===== src/hw/rtl/lru_pkg.sv =====
// Shared constants for the LRU page replacement block.
// No dependencies; imported by the top level.
package lru_pkg;
   localparam int FRAMES_DEF     = 8;
   localparam int PAGE_BITS_DEF  = 8;
   localparam int STAMP_BITS_DEF = 16;
   localparam int FAULT_W        = 16;
   localparam int INDEX_OUT_W    = 3;
   localparam int CSR_W          = 4;
   localparam logic [CSR_W-1:0] CSR_RESET = 4'd8;
   localparam logic [FAULT_W-1:0] FAULT_MAX = {FAULT_W{1'b1}};
endpackage


===== src/hw/rtl/lru_ram.sv =====
// Generic single-port-write, single-port-read RAM with registered read.
// No dependencies.
module lru_ram #(
   parameter int WIDTH = 8,
   parameter int DEPTH = 8
) (
   input  logic                                 clock,
   input  logic                                 wr_en,
   input  logic [(DEPTH > 1 ? $clog2(DEPTH) : 1)-1:0] wr_addr,
   input  logic [WIDTH-1:0]                     wr_data,
   input  logic                                 rd_en,
   input  logic [(DEPTH > 1 ? $clog2(DEPTH) : 1)-1:0] rd_addr,
   output logic [WIDTH-1:0]                     rd_data
);
   logic [WIDTH-1:0] mem_ff [DEPTH];
   logic [WIDTH-1:0] rd_data_ff;

   always_ff @(posedge clock) begin
      if (wr_en) begin
         mem_ff[wr_addr] <= wr_data;
      end
      if (rd_en) begin
         rd_data_ff <= mem_ff[rd_addr];
      end
   end

   assign rd_data = rd_data_ff;
endmodule


===== src/hw/rtl/lru_page_replacement.sv =====
// LRU page replacement engine: top level.
// Depends on lru_pkg and lru_ram.
//
// Usage:
//  - Drive req_page, req_start_run and req_last_reference with start high; the
//    transaction is taken at a rising edge where start is high and busy is low.
//  - req_start_run empties all frames and clears the use clock and fault count
//    before the reference is served.
//  - One result transaction follows each request: rsp_valid is high for exactly
//    one cycle with rsp_hit, rsp_frame_index, rsp_fault_count and rsp_run_done.
//    The receiver cannot stall; the result must be taken in that cycle.
//  - The page/stamp RAM is scanned serially, one frame read per cycle, over the
//    active frames (frames_in_use clamped to 1..FRAMES), followed by a drain
//    state and a write-back state; the result is registered in the write-back
//    state, and a new request can be taken in the result cycle.
//  - csr_we with csr_wdata writes frames_in_use; write only while busy is low.
//  - Reset (synchronous, active high) empties all frames, clears the counters
//    and sets frames_in_use to 8. Page and stamp RAM contents need no clearing:
//    they are read only behind a valid bit.
module lru_page_replacement #(
   parameter int FRAMES     = lru_pkg::FRAMES_DEF,
   parameter int PAGE_BITS  = lru_pkg::PAGE_BITS_DEF,
   parameter int STAMP_BITS = lru_pkg::STAMP_BITS_DEF
) (
   input  logic                            clock,
   input  logic                            reset,
   input  logic                            start,
   output logic                            busy,
   input  logic [PAGE_BITS-1:0]            req_page,
   input  logic                            req_start_run,
   input  logic                            req_last_reference,
   output logic                            rsp_valid,
   output logic                            rsp_hit,
   output logic [lru_pkg::INDEX_OUT_W-1:0] rsp_frame_index,
   output logic [lru_pkg::FAULT_W-1:0]     rsp_fault_count,
   output logic                            rsp_run_done,
   input  logic                            csr_we,
   input  logic [lru_pkg::CSR_W-1:0]       csr_wdata
);
   import lru_pkg::*;

   localparam int IDX_W = (FRAMES > 1) ? $clog2(FRAMES) : 1;
   localparam int ENTRY_W = PAGE_BITS + STAMP_BITS;

   localparam logic [1:0] ST_IDLE  = 2'd0;
   localparam logic [1:0] ST_SCAN  = 2'd1;
   localparam logic [1:0] ST_DRAIN = 2'd2;
   localparam logic [1:0] ST_WRITE = 2'd3;

   logic [1:0]            state_ff, state_in;
   logic [CSR_W-1:0]      csr_ff, csr_in;
   logic [FRAMES-1:0]     valid_ff, valid_in;
   logic [STAMP_BITS-1:0] clock_ff, clock_in;
   logic [FAULT_W-1:0]    faults_ff, faults_in;
   logic [IDX_W-1:0]      nlast_ff, nlast_in;
   logic [IDX_W-1:0]      issue_ff, issue_in;
   logic                  chk_vld_ff, chk_vld_in;
   logic [IDX_W-1:0]      chk_idx_ff, chk_idx_in;
   logic                  hit_found_ff, hit_found_in;
   logic [IDX_W-1:0]      hit_idx_ff, hit_idx_in;
   logic                  empty_found_ff, empty_found_in;
   logic [IDX_W-1:0]      empty_idx_ff, empty_idx_in;
   logic [IDX_W-1:0]      min_idx_ff, min_idx_in;
   logic [STAMP_BITS-1:0] min_stamp_ff, min_stamp_in;
   logic [PAGE_BITS-1:0]  page_ff, page_in;
   logic                  last_ff, last_in;
   logic                  rsp_valid_ff, rsp_valid_in;
   logic                  rsp_hit_ff, rsp_hit_in;
   logic [INDEX_OUT_W-1:0] rsp_index_ff, rsp_index_in;
   logic [FAULT_W-1:0]    rsp_faults_ff, rsp_faults_in;
   logic                  rsp_done_ff, rsp_done_in;

   logic                  accept;
   int                    active;
   logic [ENTRY_W-1:0]    rd_data;
   logic [PAGE_BITS-1:0]  rd_page;
   logic [STAMP_BITS-1:0] rd_stamp;
   logic                  rd_en;
   logic                  wr_en;
   logic [IDX_W-1:0]      chosen;

   assign accept   = start && (state_ff == ST_IDLE);
   assign busy     = (state_ff != ST_IDLE);
   assign rd_page  = rd_data[STAMP_BITS +: PAGE_BITS];
   assign rd_stamp = rd_data[STAMP_BITS-1:0];
   assign rd_en    = (state_ff == ST_SCAN);
   assign wr_en    = (state_ff == ST_WRITE);

   always_comb begin
      if (csr_ff == '0) begin
         active = 1;
      end else if (int'(csr_ff) > FRAMES) begin
         active = FRAMES;
      end else begin
         active = int'(csr_ff);
      end
   end

   always_comb begin
      priority if (hit_found_ff) begin
         chosen = hit_idx_ff;
      end else if (empty_found_ff) begin
         chosen = empty_idx_ff;
      end else begin
         chosen = min_idx_ff;
      end
   end

   always_comb begin
      state_in       = state_ff;
      csr_in         = csr_we ? csr_wdata : csr_ff;
      valid_in       = valid_ff;
      clock_in       = clock_ff;
      faults_in      = faults_ff;
      nlast_in       = nlast_ff;
      issue_in       = issue_ff;
      chk_vld_in     = 1'b0;
      chk_idx_in     = issue_ff;
      hit_found_in   = hit_found_ff;
      hit_idx_in     = hit_idx_ff;
      empty_found_in = empty_found_ff;
      empty_idx_in   = empty_idx_ff;
      min_idx_in     = min_idx_ff;
      min_stamp_in   = min_stamp_ff;
      page_in        = page_ff;
      last_in        = last_ff;
      rsp_valid_in   = 1'b0;
      rsp_hit_in     = rsp_hit_ff;
      rsp_index_in   = rsp_index_ff;
      rsp_faults_in  = rsp_faults_ff;
      rsp_done_in    = rsp_done_ff;

      // fold in the entry read last cycle
      if (chk_vld_ff) begin
         if (valid_ff[chk_idx_ff] && (rd_page == page_ff) && !hit_found_ff) begin
            hit_found_in = 1'b1;
            hit_idx_in   = chk_idx_ff;
         end
         if (!valid_ff[chk_idx_ff] && !empty_found_ff) begin
            empty_found_in = 1'b1;
            empty_idx_in   = chk_idx_ff;
         end
         if ((chk_idx_ff == '0) || (rd_stamp < min_stamp_ff)) begin
            min_idx_in   = chk_idx_ff;
            min_stamp_in = rd_stamp;
         end
      end

      unique case (state_ff)
         ST_IDLE: begin
            if (accept) begin
               page_in        = req_page;
               last_in        = req_last_reference;
               nlast_in       = IDX_W'(active - 1);
               issue_in       = '0;
               hit_found_in   = 1'b0;
               empty_found_in = 1'b0;
               state_in       = ST_SCAN;
               if (req_start_run) begin
                  valid_in  = '0;
                  clock_in  = '0;
                  faults_in = '0;
               end
            end
         end
         ST_SCAN: begin
            chk_vld_in = 1'b1;
            chk_idx_in = issue_ff;
            issue_in   = issue_ff + 1'b1;
            if (issue_ff == nlast_ff) begin
               state_in = ST_DRAIN;
            end
         end
         ST_DRAIN: begin
            state_in = ST_WRITE;
         end
         ST_WRITE: begin
            valid_in[chosen] = 1'b1;
            if (!hit_found_ff && (faults_ff != FAULT_MAX)) begin
               faults_in = faults_ff + 1'b1;
            end
            clock_in      = clock_ff + 1'b1;
            rsp_valid_in  = 1'b1;
            rsp_hit_in    = hit_found_ff;
            rsp_index_in  = INDEX_OUT_W'(chosen);
            rsp_faults_in = faults_in;
            rsp_done_in   = last_ff;
            state_in      = ST_IDLE;
         end
         default: begin
            state_in = ST_IDLE;
         end
      endcase
   end

   always_ff @(posedge clock) begin
      if (reset) begin
         state_ff     <= ST_IDLE;
         csr_ff       <= CSR_RESET;
         valid_ff     <= '0;
         clock_ff     <= '0;
         faults_ff    <= '0;
         chk_vld_ff   <= 1'b0;
         rsp_valid_ff <= 1'b0;
      end else begin
         state_ff     <= state_in;
         csr_ff       <= csr_in;
         valid_ff     <= valid_in;
         clock_ff     <= clock_in;
         faults_ff    <= faults_in;
         chk_vld_ff   <= chk_vld_in;
         rsp_valid_ff <= rsp_valid_in;
      end
   end

   always_ff @(posedge clock) begin
      nlast_ff       <= nlast_in;
      issue_ff       <= issue_in;
      chk_idx_ff     <= chk_idx_in;
      hit_found_ff   <= hit_found_in;
      hit_idx_ff     <= hit_idx_in;
      empty_found_ff <= empty_found_in;
      empty_idx_ff   <= empty_idx_in;
      min_idx_ff     <= min_idx_in;
      min_stamp_ff   <= min_stamp_in;
      page_ff        <= page_in;
      last_ff        <= last_in;
      rsp_hit_ff     <= rsp_hit_in;
      rsp_index_ff   <= rsp_index_in;
      rsp_faults_ff  <= rsp_faults_in;
      rsp_done_ff    <= rsp_done_in;
   end

   lru_ram #(
      .WIDTH(ENTRY_W),
      .DEPTH(FRAMES)
   ) u_entry_ram (
      .clock  (clock),
      .wr_en  (wr_en),
      .wr_addr(chosen),
      .wr_data({page_ff, clock_ff}),
      .rd_en  (rd_en),
      .rd_addr(issue_ff),
      .rd_data(rd_data)
   );

   assign rsp_valid       = rsp_valid_ff;
   assign rsp_hit         = rsp_hit_ff;
   assign rsp_frame_index = rsp_index_ff;
   assign rsp_fault_count = rsp_faults_ff;
   assign rsp_run_done    = rsp_done_ff;

   a_write_gives_result: assert property (@(posedge clock) disable iff (reset)
      (state_ff == ST_WRITE) |=> rsp_valid_ff)
      else $error("write-back not followed by a result");

   a_result_when_idle: assert property (@(posedge clock) disable iff (reset)
      rsp_valid_ff |-> (state_ff == ST_IDLE))
      else $error("result strobe while busy");

   a_hit_keeps_faults: assert property (@(posedge clock) disable iff (reset)
      ((state_ff == ST_WRITE) && hit_found_ff) |=> (faults_ff == $past(faults_ff)))
      else $error("fault count changed on a hit");

   a_check_in_range: assert property (@(posedge clock) disable iff (reset)
      chk_vld_ff |-> (chk_idx_ff <= nlast_ff))
      else $error("scan ran past the active frames");
endmodule

===== config.mk =====
export PLATFORM = sky130hd
export DESIGN_NAME = lru_page_replacement
export DESIGN_NICKNAME = d
export VERILOG_FILES = /design/src/hw/rtl/lru_pkg.sv /design/src/hw/rtl/lru_ram.sv /design/src/hw/rtl/lru_page_replacement.sv
export SDC_FILE = /design/constraint.sdc
export NUM_CORES = 1
export LEC_CHECK = 0
export BUFFER_PORTS_ARGS = -buffer_cell sky130_fd_sc_hd__buf_2
export CELL_PAD_IN_SITES_DETAIL_PLACEMENT = 1
export CELL_PAD_IN_SITES_GLOBAL_PLACEMENT = 1
export CORE_MARGIN = 3
export CORE_UTILIZATION = 40
export DETAILED_ROUTE_END_ITERATION = 12
export HOLD_SLACK_MARGIN = 0.15
export PLACE_DENSITY = 0.72
export SYNTH_ARGS = -nofsm -noshare
export SYNTH_HDL_FRONTEND = slang
export SYNTH_SLANG_ARGS = --single-unit

===== constraint.sdc =====
create_clock -name clock -period 3.35 [get_ports clock]
set_input_delay 0.67 -clock clock [delete_from_list [all_inputs] [get_ports clock]]
set_output_delay 0.67 -clock clock [all_outputs]
set_load 0.005 [all_outputs]

==> reports/qor.txt <==
DIE AREA: 34,900 sq um
Internal: 8.28 mW
IO buf count: 40
clock sinks: 330
Total Neg Setup Slack: 0 ns
H-tree Lvls: 2
CTS tree: done
CTS Hold Bufs: 0
worst path cell trace: inv_1 > ha_1 > nand2b_4 > nand2_1 > nor2_1 > nor2_1 > buf_4 > nor2_1
mapped cell area: 13,100 sq um
post-CTS setup buffers: 0
Synth Instances: 766
RD Place Congestion: 0.780
kind of critical path: flip-flop to flip-flop
width of the die: 187 um
Synth area leaders: edfxtp_1 (64%), mux4_2 (8.3%), dfxtp_1 (8.1%)
# resized after CTS: 0
largest net degree at the start of global routing: 36
Slew Viols, Final: 0
Sw Pwr: 2.94 mW
Die Span Y: 187 um
vias in the first global route: 7,250
Via density: 5.20
R2R depth: 8
worst slew pin tran: 0.793 ns
first-pass GRT wire length: 41.7 mm
maximum vdd ir drop: 0.000520 V
Post-synth top flop: edfxtp_1
sequential element share of the synthesized area: 0.717
YS warnings: 0
crit path DAT: 2.99 ns
WHS Path Cells: 1
Leak: 5.00 nW
most frequent cell after synthesis: edfxtp_1
fill count: 3,101
Synth top cells by count: edfxtp_1 (277), dfxtp_1 (53), nor2_1 (51), mux4_2 (48)
Req. time, crit path: 3.78 ns
clk_lat worst skew: 0.51 ns
clock buffer depth: 3
RSZ-0062 raised after global routing: no
CORE AREA: 31,900 sq um
share of cells above drive strength 1: 0.235
Core Rows: 65
Worst Hold Class: primary input to flip-flop
CTS Buf Count: 34
Yosys reg bits: 330
Clock power frac: 0.321
total track usage: 0.151
initial core utilization: 0.410
Reg2Reg Setup Slack: 0.79 ns
max-cap violation count: 0
DRT Wirelength: 26.0 mm
top sig layer: met4
wire per inst: 20.1 um
Yosys cell types: 62
CTS clk-pin slew, worst paths: 0.06 ns
CP Max Fanout: 14
Final nets: 874
combinational cell fraction of total power: 0.207
CP max stage delay: 0.57 ns
Detail Placement HPWL: 16.0 mm
pre-CTS setup slack: 0.753 ns
syn nets: 807
max_slew headroom: 0.472
r2r startpoint: state_ff[0]$_SDFFE_PP0P_
type of origin of the critical path: flip-flop
Syn Area/Cell: 17.1 sq um
final setup vio count: 0
clk root buf: clkbuf_16
Final Hold Violating Endpoints: 0
# DRC: 0
leading area contributor after synthesis: edfxtp_1
PwrDens: 751 nW/um^2
initial antenna violation count: 0
Final WS setup: 0.787 ns
sw frac: 0.262
element type at the critical path end: flip-flop
Clock Skew: 0.0215 ns
Most Frequent Cell on Critical Path: nor2_1
Reg-to-Reg End: clock_ff[2]$_SDFFE_PP0P_
Synth top area share: 0.636
fin crit period: 2.56 ns
status: completed
Routed met2 length: 12.9 mm
ANT nets after route: 0
drt first pass iters: 4
Final period util: 0.765
total grt overflow: 0
slowest stage cell, crit path: nor2_1
DRT iter0 DRCs: 511
area delta synth->final: 14.2%
launch point of the worst path: state_ff[0]$_SDFFE_PP0P_
met1 WL: 11.7 mm
ys async rst share: 0
metal3 WL: 849 um
Sequential Power Share: 0.471
f_max: 390 MHz
EDFF count, synth: 277
vias after detailed routing: 6,727
crit path to: clock_ff[2]$_SDFFE_PP0P_
IO Pins: 41
## registers in the layout (all words and copies together) (netlist names), 4 cells and up
| name | flops |
|---|---|
| faults_ff | 16 |
| u_entry_ram.mem_ff | 192 |
| min_stamp_ff | 16 |
| page_ff | 8 |
| csr_ff | 4 |
| rsp_fault_count | 16 |
| valid_ff | 8 |
| clock_ff | 16 |
| u_entry_ram.rd_data | 24 |
## layer usage
layer,vias up,global-route usage
met5,-,0
li1,3105,-
met2,103,0.258
met3,36,0.0237
met1,3483,0.202
met4,0,0.0410
## power groups by stage
stage	Clock (mW)	Combinational [mW]	Sequential [mW]
6_report	3.60	2.33	5.28
5_1_grt	3.88	2.58	5.34
4_1_cts	3.70	2.39	5.29
3_5_place_dp	0	2.36	5.37
3_3_place_gp	0	2.32	5.34
2_1_floorplan	0	1.73	5.26
## how the worst min path moves through the flow
stage | startpoint | to | slack, ns
2_1_floorplan | chk_idx_in[2]$_SDFFCE_PN0P_ | chk_idx_ff[2]$_DFF_P_ | 0.35
3_5_place_dp | u_entry_ram.rd_data[0]$_DFFE_PP_ | min_stamp_ff[0]$_DFFE_PP_ | 0.44
6_report | req_page[3] | page_ff[3]$_DFFE_PP_ | 0.34
3_3_place_gp | u_entry_ram.rd_data[3]$_DFFE_PP_ | min_stamp_ff[3]$_DFFE_PP_ | 0.44
4_1_cts | req_page[3] | page_ff[3]$_DFFE_PP_ | 0.31
5_1_grt | req_page[1] | page_ff[1]$_DFFE_PP_ | 0.32
## worst max-delay path: cells and delay by family (launching register included)
kind	cells	cell delay [ns]
buffers and inverters	2	0.40
and+or+nand+nor	5	1.46
DFF	1	0.33
adders and majority gates	1	0.30
## through the flow
stage          hold slack (ns)  cell area [sq um]  std cells  power (mW)  utilization
2_1_floorplan            0.346              13100        766        6.99            -
3_3_place_gp             0.439              13900       1232        7.66        0.435
3_5_place_dp             0.444              13900       1232        7.73        0.435
4_1_cts                  0.314              14900       1292        11.4        0.468
5_1_grt                  0.315              14900       1292        11.8        0.468
6_report                 0.339              14900       1294        11.2        0.468
## final cells by class
class,instances,area (sq um),area share
Clock inverter,14,126,0.00846
Sequential cell,330,9380,0.628
Antenna cell,2,5.00,0.000335
Multi-Input combinational cell,378,3470,0.232
Clock buffer,46,937,0.0628
Inverter,29,109,0.00729
Tap cell,435,544,0.0364
Timing Repair Buffer,60,363,0.0243
## cell families (layout without fill, tap and decap cells)
group / after synthesis / count (layout) / share of synthesized area
DFF: 330 / 330 / 0.717
and+or+nand+nor: 148 / 148 / 0.0575
muxes: 84 / 84 / 0.115
AOI/OAI and AO/OA: 82 / 82 / 0.0418
buffers and inverters: 58 / 149 / 0.0189
xor gates and xnor gates: 41 / 41 / 0.0275
adders and majority gates: 23 / 23 / 0.0220
other: 0 / 2 / 0
## cell usage in the layout, fill, tap and decap left out, drive strengths merged, types with 2 or more instances in the layout
cell / synthesis / routed
and4: 5 / 5
nand2: 30 / 30
a31oi: 10 / 10
xor2: 12 / 12
clkinvlp: 0 / 3
mux4: 50 / 50
mux2: 25 / 25
edfxtp: 277 / 277
and3: 8 / 8
or3b: 2 / 2
a41oi: 3 / 3
a21o: 3 / 3
o21ai: 19 / 19
dfxtp: 53 / 53
a21oi: 20 / 20
xnor2: 29 / 29
diode: 0 / 2
or4: 2 / 2
inv: 29 / 30
o31ai: 8 / 8
a211oi: 5 / 5
nand4: 9 / 9
buf: 19 / 60
clkbuf: 10 / 46
mux2i: 9 / 9
nor2: 52 / 52
nor2b: 6 / 6
nand2b: 7 / 7
clkinv: 0 / 8
bufinv: 0 / 2
ha: 23 / 23
and2: 8 / 8
or2: 2 / 2
nand3: 14 / 14
Power figures use the tool's default switching activity.
